## src/sv/opem_pkg.sv

```systemverilog
package opem_pkg;

  localparam int NUM_SAMPLES = 4;
  localparam int SAMPLE_W    = 24;
  localparam int ENV_W       = 28;
  localparam int PEAK_W      = 24;
  localparam int ATTACK_W    = 16;
  localparam int DECAY_W     = 24;
  localparam int GAIN_W      = 16;
  localparam int CFG_DATA_W  = 24;
  localparam int CFG_IDX_W   = 2;
  localparam int STEP_W      = $clog2(NUM_SAMPLES);
  localparam int Q_DEPTH     = 2;
  localparam int Q_PTR_W     = $clog2(Q_DEPTH);
  localparam int Q_CNT_W     = $clog2(Q_DEPTH + 1);

  // Envelope ceiling: 20.0 in Q5.23
  localparam logic [ENV_W-1:0] ENV_CAP = ENV_W'(20 * (1 << 23));

  localparam logic [CFG_IDX_W-1:0] CFG_FAST_ATTACK  = 2'd0;
  localparam logic [CFG_IDX_W-1:0] CFG_SLOW_ATTACK  = 2'd1;
  localparam logic [CFG_IDX_W-1:0] CFG_DECAY_FACTOR = 2'd2;
  localparam logic [CFG_IDX_W-1:0] CFG_METER_GAIN   = 2'd3;

  localparam logic [ATTACK_W-1:0] FAST_ATTACK_RST  = 16'd1365;
  localparam logic [ATTACK_W-1:0] SLOW_ATTACK_RST  = 16'd5871;
  localparam logic [DECAY_W-1:0]  DECAY_FACTOR_RST = 24'd16776604;
  localparam logic [GAIN_W-1:0]   METER_GAIN_RST   = 16'd32899;

  typedef enum logic [1:0] {
    KIND_SAMPLES = 2'd0,
    KIND_READ    = 2'd1,
    KIND_RESET   = 2'd2
  } kind_e;

  typedef enum logic [1:0] {
    ST_IDLE,
    ST_DECAY,
    ST_RISE,
    ST_PEAK
  } state_e;

  typedef struct packed {
    logic [ATTACK_W-1:0] fast_attack;
    logic [ATTACK_W-1:0] slow_attack;
    logic [DECAY_W-1:0]  decay_factor;
    logic [GAIN_W-1:0]   meter_gain;
  } cfg_t;

  typedef struct packed {
    kind_e                                   kind;
    logic [NUM_SAMPLES-1:0][SAMPLE_W-1:0]    samples;
  } item_t;

  typedef struct packed {
    logic  valid;
    item_t item;
  } q_head_t;

endpackage

```

## src/sv/opem_front.sv

```systemverilog
module opem_front (
  input  logic                                            clk_i,
  input  logic                                            rst_ni,
  input  logic                                            in_valid_i,
  output logic                                            in_ready_o,
  input  logic [1:0]                                      in_kind_i,
  input  logic [opem_pkg::NUM_SAMPLES*opem_pkg::SAMPLE_W-1:0] in_data_i,
  output opem_pkg::q_head_t                               head_o,
  input  logic                                            pop_i
);
  import opem_pkg::*;

  item_t                mem_q [Q_DEPTH];
  logic [Q_PTR_W-1:0]   wr_ptr_q, rd_ptr_q;
  logic [Q_CNT_W-1:0]   count_q, count_d;
  logic                 known, push, pop;
  item_t                item_in;

  // Drop words whose kind means nothing; they never reach the queue
  assign known = (in_kind_i == KIND_SAMPLES) || (in_kind_i == KIND_READ) ||
                 (in_kind_i == KIND_RESET);
  assign in_ready_o = (count_q != Q_CNT_W'(Q_DEPTH));
  assign push = in_valid_i && in_ready_o && known;
  assign pop  = pop_i && (count_q != '0);

  assign item_in.kind    = kind_e'(in_kind_i);
  assign item_in.samples = in_data_i;

  always_comb begin
    count_d = count_q;
    if (push && !pop) begin
      count_d = count_q + 1'b1;
    end else if (pop && !push) begin
      count_d = count_q - 1'b1;
    end
  end

  always_ff @(posedge clk_i or negedge rst_ni) begin
    if (!rst_ni) begin
      wr_ptr_q <= '0;
      rd_ptr_q <= '0;
      count_q  <= '0;
    end else begin
      count_q <= count_d;
      if (push) begin
        wr_ptr_q <= (wr_ptr_q == Q_PTR_W'(Q_DEPTH - 1)) ? '0 : wr_ptr_q + 1'b1;
      end
      if (pop) begin
        rd_ptr_q <= (rd_ptr_q == Q_PTR_W'(Q_DEPTH - 1)) ? '0 : rd_ptr_q + 1'b1;
      end
    end
  end

  always_ff @(posedge clk_i) begin
    if (push) begin
      mem_q[wr_ptr_q] <= item_in;
    end
  end

  assign head_o.valid = (count_q != '0);
  assign head_o.item  = mem_q[rd_ptr_q];

endmodule

```

## config.mk

```make
export PLATFORM = sky130hd
export DESIGN_NAME = opem_front
export DESIGN_NICKNAME = d
export VERILOG_FILES = /design/src/sv/opem_pkg.sv /design/src/sv/opem_front.sv
export SDC_FILE = /design/constraint.sdc
export NUM_CORES = 1
export LEC_CHECK = 0
export BUFFER_PORTS_ARGS = -buffer_cell sky130_fd_sc_hd__buf_2
export CAP_MARGIN = 20
export CORE_AREA = 2 2 86 170
export CTS_BUF_LIST = sky130_fd_sc_hd__clkbuf_4 sky130_fd_sc_hd__clkbuf_8
export DETAILED_ROUTE_END_ITERATION = 8
export DIE_AREA = 0 0 88 172
export PLACE_DENSITY = 0.82
export SLEW_MARGIN = 25
export SYNTH_ARGS = -nofsm -noshare
export SYNTH_HDL_FRONTEND = slang
export SYNTH_SLANG_ARGS = --single-unit
```

## constraint.sdc

```tcl
create_clock -name clk_i -period 7.3 [get_ports clk_i]
set_clock_uncertainty 0.05 [all_clocks]
set_input_delay 0.365 -clock clk_i [delete_from_list [all_inputs] [get_ports clk_i]]
set_output_delay 0.365 -clock clk_i [all_outputs]
set_load 0.03 [all_outputs]
```

Yosys cells after proc, flatten, opt, wreduce, memory -nomap -nowiden. Memories as Yosys holds them, arrays and structs flattened. Cells that the tools add are included.

Bits of input ports: 102. Bits in read-only memories: 0. Output and inout port bits: 100. Latch bits: 0. Word-level logic and storage cells: 29. Register bits after elaboration: 4. RAM bits: 196. Memories kept: 1.

Memories: mem_q (words 2, bits a word 98, read ports 1, clocked after memory_dff 0, write ports 1, line opem_front.sv:13) `item_t mem_q [Q_DEPTH];`.

Mux-type cells: 6. $add $sub $neg: 4. Shift operators: 0. Reduce and logical (&&, ||, !) cells: 12. Equality and inequality tests: 3. Order comparisons: 0. Multiply operators: 0. Bitwise gates (word level): 0. Div/mod/pow operators: 0.

Operators by type and width (number): logical AND 1 bit (5); 2-to-1 mux 1 bit (4); 2-to-1 mux 2 bit (2); nonzero test 2 bit (2); adder 1 bit, second input constant (2); adder 2 x 1 -> 2 bit, second input constant (1); == test 2 x 1 -> 1 bit, second input constant (1); == test 2 bit, second input constant (1); zero test 1 bit (2); zero test 2 bit (1); logical OR 1 bit (2); != test 2 bit, second input constant (1); subtractor 2 x 1 -> 2 bit, second input constant (1).

Depth between registers and ports, before layout. Gate-level depths: netlist of the first run.

Depth after elaboration: 8. Depth in mapped cells: 7. Depth with buffers taken out: 7.

Worst setup path before layout of the first run. OpenSTA, ideal clock, no wires.

Path type: flip-flop to flip-flop. Start: register count_q[0]. End: memory mem_q[0][0] in the netlist's numbering, enable pin. Stages on the path, launching flop included: 4. Data arrival time: 5.019 ns. Setup time: 0.556 ns. Required time: 6.694 ns. Path slack: 1.675 ns. Buffers on the path: 0. Clock period less this slack: 5.625 ns. Cell sequence: dfrtp_1 > nand2b_1 > nand3_1 > nor2_1.

Cells in the longest elaborated chain, start to end: 5.

Ends and longest elaborated chain: from (decl) (line opem_front.sv:15) `logic [Q_CNT_W-1:0] count_q, count_d;`; from (signal assigned) (line opem_front.sv:44) `count_q <= count_d;`; != test 2 bit (line opem_front.sv:22) `assign in_ready_o = (count_q != Q_CNT_W'(Q_DEPTH));`; via in_ready_o (line opem_front.sv:5) `output logic in_ready_o,`; logical AND 1 bit (2 in a row) (line opem_front.sv:23) `assign push = in_valid_i && in_ready_o && known;`; 2-to-1 mux 1 bit (line opem_front.sv:55) `if (push) begin`; 2-to-1 mux 1 bit (not written as such) (line opem_front.sv:56) `mem_q[wr_ptr_q] <= item_in;`; to (decl) (line opem_front.sv:13).

The timed path passes the listed nets, and every way through them passes these cells.

==> key figures, run 1 <==
Run status
  • Status: finished clean

Routing
  • Vias: 3715
  • Met2 Wirelength: between 7000 and 8000 um
  • Initial DRC count: 163
  • Routed met1 length: roughly 4300 um
  • Pre-antenna DRT Iters: 4
  • Routed wl met3: 810 um
  • Top routing layer used: met4
  • Vias per cell: 5.01
  • Post-DRT Antenna Nets: 0
  • Post-DR wirelength/cell: 18.2 um
  • WL final: 13500 um
  • Remaining DRCs: 0

STA
  • RSZ-0062 raised after global routing: no
  • Fin. Hold Viols: 0
  • Slew headroom: 0.399
  • Fmax: 330 MHz
  • Pins over their slew limit: 0
  • Crit path time final: 3.03 ns
  • Final Hold Slack: 0.0401 ns
  • Worst-margin pin slew: ~0.9 ns
  • Setup-failing EPs final: 0
  • Setup TNS: 0 ns
  • Period utilisation layout: 0.415

CTS
  • CTS tree: yes
  • # clock sinks: 200
  • CTS buffer count: 17
  • Later-pin clock latency in the skew report: 0.44 ns
  • Clk slew on worst S/H paths: 0.11 ns
  • H-tree Lvls: 4
  • Post-CTS sizing: 0
  • Clock Path Buffers: 2
  • CTS root buf: clkbuf_8

Placement
  • Post-DP HPWL: 9430 um
  • Placed cell count: 709
  • Final Wtd Congestion: 0.778
  • Port Buffers: 201

Synthesis
  • Distinct cell type count after synthesis: 15
  • Yosys reg bits: 200
  • Register area share after synthesis: 0.820
  • Mean post-synth cell area: around 22 um2
  • Post-Synthesis Cells: 325
  • Cell Area, Synth: around 7300 um2
  • Synthesized Nets: 428
  • Yosys warning count: 0

Floorplan
  • Initial Util: 0.528
  • DIE AREA: 15100 um2
  • Floorplan row count: 61
  • Die Ht: ~170 um
  • Core area: approximately 14000 um2
  • Io pins: between 200 and 250
  • Die W: 88 um

Layout
  • Final cell count without fillers: 742
  • Layout Utilization: 0.645
  • Final nets: around 640
  • Flip-flop and latch area: 5990 um2
  • Synth-to-Final Area Change: 22.0%
  • Share of cells above drive strength 1: 0.612
  • Fill count: 991
  • Multi-input gate area: 1250 um2

Power and ir drop
  • Pwr dens: 395 nW/um2
  • Net Sw Frac: 0.372
  • Internal power: between 2 and 2.5 mW
  • Sequential power share: 0.452
  • Clock power frac: 0.183
  • Sw Pwr: 1.31 mW
  • Leakage power: around 3.3 nW
  • Comb power frac: 0.366
  • Max IR drop VDD: 308 uV

Flow run
  • Max-Cap Viols: 0

Worst setup path
  • Crit Path Max Fanout: 67
  • Worst EP required: 6.88 ns
  • Crit Path Category: reg2out
  • Worst setup SP type: flip-flop
  • Crit path DAT: 2.62 ns
  • Crit end category: output pin

Global route
  • Antenna violations before repair: 1
  • Largest net degree at the start of global routing: 68
  • Total GRT Usage: 0.179
  • First-pass GRT wire length: 19600 um
  • Vias in the first global route: between 4000 and 5000
  • Global route overflow: 0

Hold path
  • Hold crit path type: in2reg
worst paths after layout:
path	startpoint	to	slack (ns)	cells past startpoint
worst min register to register	count_q[1]	count_q[1]	0.48	1
worst max-delay path	rd_ptr_q	head_o[53]	4.27	3
worst min-delay path	in_data_i[26]	mem_q[0][26]	0.04	1
worst max register to register	count_q[0]	mem_q[0][42]	5.29	4
min in group asynchronous	rst_ni	count_q[0]	0.21	2
max in group asynchronous	rst_ni	rd_ptr_q	6.84	2
power groups by stage:
stage | sequential, mW | combinational (mW) | clock, mW
after floorplan | 1.59 | 1.01 | 0
after global placement | 1.61 | 1.29 | 0
after detailed placement | 1.62 | 1.30 | 0
after CTS | 1.59 | 1.31 | 0.665
after global routing | 1.61 | 1.36 | 0.704
final | 1.59 | 1.29 | 0.644
synth_stat cells:
cell	number	area, um2
mux2_4	10	150
xor2_1	2	17.5
xnor2_1	3	26.3
edfxtp_1	196	5890
dfrtp_1	4	100
or2_2	1	6.26
ha_1	1	12.5
buf_2	8	40.0
nand2_1	2	7.51
nand3_1	1	5.00
inv_1	2	7.51
buf_6	3	33.8
nand2b_1	1	6.26
nor2_1	3	11.3
mux2_2	88	991
layer usage:
| layer | up-vias | track usage |
|---|---|---|
| li1 | 1712 | - |
| met3 | 32 | 0.0578 |
| met5 | - | 0 |
| met1 | 1834 | 0.165 |
| met4 | 0 | 0.0883 |
| met2 | 137 | 0.337 |
through the flow:
stage,worst slack [ns],area [um2],power [mW]
detailed placement,4.72,8530,2.92
CTS,4.22,8910,3.57
global route,4.10,8910,3.68
finish,4.27,8910,3.52
global placement,4.75,8530,2.89
floorplan,1.68,7300,2.60
sequential cells by signal (all words and copies together), names as in the netlist:
signal    flops
rd_ptr_q      1
wr_ptr_q      1
count_q       2
mem_q       196
logic make-up (layout without fill, tap and decap cells):
kind of cell             count (synthesis)  in the layout  synth area share
buffers and inverters                   13            240            0.0111
adder cells (fa/ha/maj)                  1              1           0.00171
multiplexers                            98             98             0.156
flip-flops                             200            200             0.820
AND/OR/NAND/NOR                          8              8           0.00497
XOR/XNOR                                 5              5           0.00600
other                                    0              1                 0
worst max-delay path, stage by stage (launching register included):
cell     delay [ns]
dfrtp_4        0.72
buf_4          0.77
mux2_2         0.44
buf_2          0.18
layout make-up:
cell class,count,share of cell area
clock buffer,17,0.0263
antenna,1,0.000281
timing repair buffer,207,0.118
clock inverter,14,0.0153
tap,189,0.0265
multi-input combinational,112,0.140
inverter,2,0.000843
sequential,200,0.672
repair_timing:
action | 4_1_cts | 5_1_grt
hold buffers | 1 | 0
hold endpoints to repair | 4 | 0
endpoints found under the setup margin | 0 | 0
buffers inserted | 0 | 0
placed cells by master (no fill, tap or decap):
master         synthesis  final
nand2_1                2      2
clkbuf_8               0     17
dfrtp_4                0      1
mux2_2                88     88
buf_4                  0      5
or2_2                  1      1
ha_1                   1      1
nand2b_1               1      1
clkinv_8               0      2
inv_8                  0      3
xor2_1                 2      2
inv_6                  0      5
dfrtp_1                4      3
inv_1                  2      2
clkinv_1               0      1
buf_2                  8    201
nor2_1                 3      1
mux2_4                10     10
nor2_4                 0      2
dlygate4sd3_1          0      1
clkinv_2               0      1
diode_2                0      1
nand3_1                1      1
clkinv_4               0      2
xnor2_1                3      3
edfxtp_1             196    196
Power figures use the tool's default switching activity.
==> run 2: changes to the inputs <==
clock period = 2.9 ns   (was 7.3 ns; I/O delays follow)
==> key figures, run 2 (same netlist as run 1, synthesis figures left out) <==
CTS
  • Clk slew on worst S/H paths: 0.11 ns (about the same)
  • Post-CTS sizing: 0 (unchanged)
  • CTS tree: yes (unchanged)
  • CTS Hold Bufs: 101 (was 1)
  • H-tree Lvls: 4 (unchanged)
  • CTS buffer count: 17 (unchanged)
  • Clock Path Buffers: 2 (unchanged)
  • Post-CTS Setup Bufs: 0 (unchanged)
  • Later-pin clock latency in the skew report: 0.45 ns (was 0.44 ns)
  • # clock sinks: 200 (unchanged)
  • CTS root buf: clkbuf_8 (unchanged)

Placement
  • Final Wtd Congestion: 0.732 (was 0.778)
  • Placed cell count: 711 (was 709)
  • Post-DP HPWL: 9180 um (was 9430 um)
  • Port Buffers: 201 (unchanged)

Hold path
  • Hold crit path type: in2reg (unchanged)
  • Hold path start: in_valid_i (was in_data_i[26])

Layout
  • Commonest non-fill, non-tap cell in the layout: buf_2 (unchanged)
  • Top flop regs: mem_q x196, count_q x2 (unchanged)
  • Share of cells above drive strength 1: 0.524 (was 0.612)
  • Largest register FFs: 196 (unchanged)
  • Layout Utilization: 0.720 (was 0.645)
  • Final nets: 745 (was 643)
  • Most frequent cells in the layout: 201 x buf_2, 196 x edfxtp_1, 101 x dlygate4sd3_1 (was 201 x buf_2, 196 x edfxtp_1, 88 x mux2_2)
  • Final cell count without fillers: 846 (was 742)
  • Top reg by flops: mem_q (unchanged)
  • Synth-to-Final Area Change: 36.2% (was 22.0%)

Global route
  • Global route overflow: 0 (unchanged)
  • Total GRT Usage: 0.209 (was 0.179)
  • First-pass GRT wire length: 22600 um (was 19600 um)
  • Vias in the first global route: 4563 (was 4056)
  • Largest net degree at the start of global routing: 54 (was 68)
  • Antenna violations before repair: 2 (was 1)

Floorplan
  • Die W: 88 um (unchanged)
  • Die Ht: 172 um (unchanged)
  • Initial Util: 0.528 (unchanged)
  • Core area: 13800 um2 (unchanged)
  • DIE AREA: 15100 um2 (unchanged)
  • Io pins: 202 (unchanged)
  • Floorplan row count: 61 (unchanged)

Worst setup path
  • Worst EP required: 2.71 ns (was 6.88 ns)
  • Reg-to-Reg Start: count_q[0] (unchanged)
  • Crit end category: output pin (unchanged)
  • Worst setup SP type: flip-flop (unchanged)
  • Crit Path Max Fanout: 31 (was 67)
  • Crit Path Category: reg2out (unchanged)
  • Crit path DAT: 2.12 ns (was 2.62 ns)
  • Worst Setup SP: rd_ptr_q (unchanged)

Routing
  • Routed wl met3: 752 um (was 810 um)
  • Top routing layer used: met4 (unchanged)
  • Remaining DRCs: 0 (unchanged)
  • Vias per cell: 4.93 (was 5.01)
  • Vias: 4172 (was 3715)
  • Met2 Wirelength: 9130 um (was 7870 um)
  • Pre-antenna DRT Iters: 4 (unchanged)
  • Post-DR wirelength/cell: 18.5 um (was 18.2 um)
  • Initial DRC count: 276 (was 163)
  • Post-DRT Antenna Nets: 0 (unchanged)
  • WL final: 15700 um (was 13500 um)
  • Routed met1 length: 5080 um (was 4330 um)

STA
  • Period utilisation layout: 0.799
  • Slew headroom: 0.528 (was 0.399)
  • Fin. Hold Viols: 0 (unchanged)
  • Worst-margin pin slew: 0.708 ns (was 0.901 ns)
  • Pins over their slew limit: 0 (unchanged)
  • Setup TNS: 0 ns (unchanged)
  • Crit path time final: 2.32 ns
  • RSZ-0062 raised after global routing: no (unchanged)
  • Fmax: 432 MHz
  • Setup-failing EPs final: 0 (unchanged)

Run status
  • Status: finished clean (unchanged)

Flow run
  • Max-Cap Viols: 0 (unchanged)

Power and ir drop
  • Pwr dens: 916 nW/um2 (was 395 nW/um2)
  • Max IR drop VDD: 696 uV (was 308 uV)
  • Leakage power: 3.78 nW (was 3.34 nW)
[run 2: cell types whose count changed in the layout (fill, tap and decap cells not counted)]
cell / change
buf_12: +1
clkinv_2: -1
clkinv_1: -1
buf_4: +1
nand2b_1: -1
clkbuf_8: +1
clkinv_8: -2
inv_6: -2
clkinv_4: +4
nand2b_2: +1
diode_2: +1
dlygate4sd3_1: +100
clkbuf_4: +2
[run 2: cell type report]
| type | instances | area [um2] |
|---|---|---|
| Multi-Input combinational cell | 112 | 1250 |
| Inverter | 2 | 7.51 |
| Antenna cell | 2 | 5.00 |
| Fill cell | 805 | 3870 |
| Sequential cell | 200 | 5990 |
| Clock inverter | 12 | 113 |
| Tap cell | 189 | 236 |
| Clock buffer | 20 | 263 |
| Timing Repair Buffer | 309 | 2080 |
[run 2: final timing paths]
check	end	slack, ns	depth (start not counted)
max	head_o[81]	0.58	3
min	wr_ptr_q	0.09	3
max reg2reg	mem_q[0][53]	0.90	4
min reg2reg	count_q[1]	0.49	1
max in group asynchronous	rd_ptr_q	2.07	3
min in group asynchronous	rd_ptr_q	0.53	3
[run 2: report_power, final]
part	internal, mW	switching (mW)	total (mW)
sequential	3.79	0.217	4.00
combinational	1.27	2.19	3.46
clock	0.670	0.985	1.65
total	5.72	3.39	9.12
[run 2: per-layer routing]
metal,vias up,global-route usage
met2,164,0.391
li1,1916,-
met3,42,0.0496
met4,0,0.125
met1,2050,0.196
met5,-,0
[run 2: through the flow]
stage	worst slack (ns)	instance area [um2]	hold slack, ns	total power [mW]
detailed placement	0.911	8560	-0.0927	7.41
floorplan	0.0309	7320	-0.201	6.51
CTS	0.547	9940	0.0711	9.15
global placement	0.984	8560	-0.0985	7.32
finish	0.583	9950	0.0948	9.12
global route	0.475	9950	0.111	9.49
[run 2: critical path, stage by stage, from the launching register on]
cell and delay [ns]:
dfrtp_4 0.71, buf_4 0.37, mux2_2 0.38, buf_2 0.18
==> run 3: changes to the inputs <==
ABC_AREA = 1   (was unset)
CORE_AREA = 2 2 90 179   (was 2 2 86 170)
DIE_AREA = 0 0 92 181   (was 0 0 88 172)
PLACE_DENSITY = 0.79   (was 0.82)
clock period = 1.9 ns   (was 2.9 ns; I/O delays follow)
==> key figures, run 3 <==
Run status
  • Status: finished clean (unchanged)

Global route
  • Largest net degree at the start of global routing: 57 (was 54)
  • Total GRT Usage: 0.220 (was 0.209)
  • Antenna violations before repair: 1 (was 2)
  • Met3 GRT Util: 0.0405 (was 0.0496)
  • Global route overflow: 0 (unchanged)
  • Vias in the first global route: 5430 (was 4563)
  • Met1 Use GR: 0.210 (was 0.196)
  • First-pass GRT wire length: 27200 um (was 22600 um)
  • Grt peak-use layer: met2 (unchanged)
  • Met2 usage: 0.416 (was 0.391)

CTS
  • # clock sinks: 200 (unchanged)
  • H-tree Lvls: 4 (unchanged)
  • Clk slew on worst S/H paths: 0.10 ns (was 0.11 ns)
  • Later-pin clock latency in the skew report: 0.45 ns (about the same)
  • CTS tree: yes (unchanged)
  • CTS buffer count: 17 (unchanged)
  • CTS root buf: clkbuf_8 (unchanged)
  • Clock Path Buffers: 2 (unchanged)

Layout
  • Commonest non-fill, non-tap cell in the layout: nand2_1 (was buf_2)
  • Final nets: 967 (was 745)
  • Top flop regs: mem_q x196, count_q x2 (unchanged)
  • Top reg by flops: mem_q (unchanged)
  • Final cell count without fillers: 1076 (was 846)
  • Share of cells above drive strength 1: 0.303 (was 0.524)
  • Fill count: 975 (was 805)
  • Largest register FFs: 196 (unchanged)
  • Synth-to-Final Area Change: 42.7% (was 36.2%)
  • Most frequent cells in the layout: 298 x nand2_1, 196 x edfxtp_1, 165 x buf_2 (was 201 x buf_2, 196 x edfxtp_1, 101 x dlygate4sd3_1)

Floorplan
  • Core area: 15200 um2 (was 13800 um2)
  • Initial Util: 0.483 (was 0.528)
  • Floorplan row count: 64 (was 61)
  • Die Ht: 181 um (was 172 um)
  • Die W: 92 um (was 88 um)
  • DIE AREA: 16700 um2 (was 15100 um2)
  • Io pins: 202 (unchanged)

Hold path
  • Number of cells on the worst hold path: 2 (was 3)
  • Hold path start: in_data_i[85] (was in_valid_i)
  • Hold crit path type: in2reg (unchanged)
  • WHS Endpoint: mem_q[0][85] (was wr_ptr_q)

Worst setup path
  • Crit Path Max Fanout: 12 (was 31)
  • Worst setup SP type: flip-flop (unchanged)
  • R2R setup slack: 0.28 ns (was 0.90 ns)
  • Worst reg-to-reg path cell count: 8 (was 4)
  • Crit path DAT: 1.71 ns (was 2.12 ns)
  • Crit Path Category: reg2out (unchanged)
  • R2r endpoint: count_q[1] (was mem_q[0][53])
  • Worst EP required: 1.75 ns (was 2.71 ns)
  • Reg-to-Reg Start: count_q[1] (was count_q[0])
  • Crit end category: output pin (unchanged)

Synthesis
  • Primary FF master, synth: edfxtp_1 (unchanged)
  • Most frequent cell after synthesis: nand2_1 (was edfxtp_1)
  • Distinct cell type count after synthesis: 13 (was 15)
  • Cell Area, Synth: 7340 um2 (was 7300 um2)
  • Register area share after synthesis: 0.815 (was 0.820)
  • FFs w/ async S/R, synth: 0.0200 (unchanged)
  • Area leader, netlist: edfxtp_1 (unchanged)
  • EDFF count, synth: 196 (unchanged)
  • Post-Synthesis Cells: 543 (was 325)
  • Yosys reg bits: 200 (unchanged)
  • Largest cells by area after synthesis: edfxtp_1 80%, nand2_1 16%, dfrtp_1 1.4%, buf_2 1.1%, inv_1 0.36% (was edfxtp_1 81%, mux2_2 14%, mux2_4 2.1%, dfrtp_1 1.4%, buf_2 0.55%)
  • Leading post-synthesis cells by instance count: 306 x nand2_1, 196 x edfxtp_1, 16 x buf_2 (was 196 x edfxtp_1, 88 x mux2_2, 10 x mux2_4)
  • Synthesized Nets: 646 (was 428)
  • Mean post-synth cell area: 13.5 um2 (was 22.5 um2)
  • Yosys warning count: 0 (unchanged)
  • Synth top area share: 0.801 (was 0.806)

Routing
  • Vias per cell: 4.91 (was 4.93)
  • Post-DRT Antenna Nets: 0 (unchanged)
  • Post-DR wirelength/cell: 17.9 um (was 18.5 um)
  • Remaining DRCs: 0 (unchanged)
  • Vias: 5280 (was 4172)
  • Initial DRC count: 408 (was 276)
  • WL final: 19200 um (was 15700 um)
  • Pre-antenna DRT Iters: 4 (unchanged)

STA
  • Final Hold Slack: 0.307 ns (was 0.0948 ns)
  • RSZ-0062 raised after global routing: yes (was no)
  • Worst setup margin: 0.0412 ns (was 0.583 ns)
  • Worst-margin pin slew: 0.320 ns (was 0.708 ns)
  • Period utilisation layout: 0.978
  • Crit path time final: 1.86 ns
  • Setup-failing EPs final: 0 (unchanged)
  • Slew headroom: 0.787 (was 0.528)
  • Pins over their slew limit: 0 (unchanged)
  • Fin. Hold Viols: 0 (unchanged)
  • Fmax: 538 MHz

Placement
  • Port Buffers: 201 (unchanged)
  • Post-DP HPWL: 10100 um (was 9180 um)
  • Final Wtd Congestion: 0.793 (was 0.732)
  • Dpl ws: 0.337 ns (was 0.911 ns)
  • Placed cell count: 928 (was 711)

Power and ir drop
  • Pwr dens: 1540 nW/um2 (was 916 nW/um2)
  • Max IR drop VDD: 1230 uV (was 696 uV)
  • Leakage power: 4.47 nW (was 3.78 nW)

Flow run
  • Max-Cap Viols: 0 (unchanged)
## run 3: changes by cell type in the layout (fill, tap and decap cells not counted), moves of 6 or more
cell	delta
nand2_1	+296
mux2_2	-88
buf_2	-36
buf_4	+16
buf_6	+13
mux2_4	-10
nand2_2	+7
buf_16	+6
## run 3: per-stage QoR
stage          TNS, ns  cell area, um2   util  power, mW
3_3_place_gp         0            8640  0.568       11.9
6_report             0           10500  0.689       16.1
3_5_place_dp         0            8640  0.568       12.1
2_1_floorplan  -142.55            7370      -       10.2
4_1_cts              0           10300  0.675       15.5
5_1_grt        -0.0989           10500  0.689       16.8
## run 3: kinds of logic (layout without fill, tap and decap cells)
kind of cell             count (synthesis)  after routing  synth area share
XOR/XNOR                                 1              1           0.00119
flip-flops                             200            200             0.815
AND/OR/NAND/NOR                        312            312             0.161
adder cells (fa/ha/maj)                  1              1           0.00170
buffers and inverters                   29            363            0.0215
other                                    0              1                 0
## run 3: area by class of cell
| cell class | instances | area, um2 | area share |
|---|---|---|---|
| diodes | 1 | 2.50 | 0.000239 |
| clock buffers | 18 | 241 | 0.0230 |
| clock inverters | 14 | 160 | 0.0153 |
| inverters | 8 | 46.3 | 0.00442 |
| multi-input cells | 314 | 1240 | 0.118 |
| flip-flops and latches | 200 | 5990 | 0.572 |
| well taps | 198 | 248 | 0.0236 |
| repair buffers | 322 | 2540 | 0.243 |
| repair inverters | 1 | 8.76 | 0.000836 |
## run 3: repair_timing
item,CTS,global route
setup buffers,4,2
gates resized for setup,24,54
hold buffers,102,0
endpoints found under the setup margin,84,77
cloned,4,4
hold endpoints to repair,202,0
## run 3: where the power goes
group,internal [mW],leakage (nW),switching (mW)
Sequential,5.75,1.85,0.239
Clock,1.22,0.198,1.48
Combinational,2.40,2.42,5.00
Total,9.37,4.47,6.72
## run 3: critical path, stage by stage, from the launching register on
cell and delay, ns:
dfrtp_4 0.53, buf_4 0.17, buf_6 0.20, nand2_1 0.08, nand2_1 0.08, buf_2 0.19
## run 3: worst max-delay path by stage
stage / start / endpoint / depth (start not counted) / slack, ns
2_1_floorplan: count_q[0] / mem_q[0][0] / 4 / -0.74
3_3_place_gp: count_q[0] / mem_q[0][25] / 5 / 0.39
3_5_place_dp: count_q[0] / mem_q[0][30] / 5 / 0.34
4_1_cts: rd_ptr_q / head_o[18] / 5 / 0.002
5_1_grt: rd_ptr_q / head_o[88] / 5 / -0.02
6_report: rd_ptr_q / head_o[13] / 5 / 0.04
## run 3: per-layer routing
metal | vias up | part of all wire
li1 | 2475 | -
met1 | 2516 | 0.32
met2 | 224 | 0.58
met3 | 65 | 0.049
met4 | 0 | 0.053
met5 | - | 0
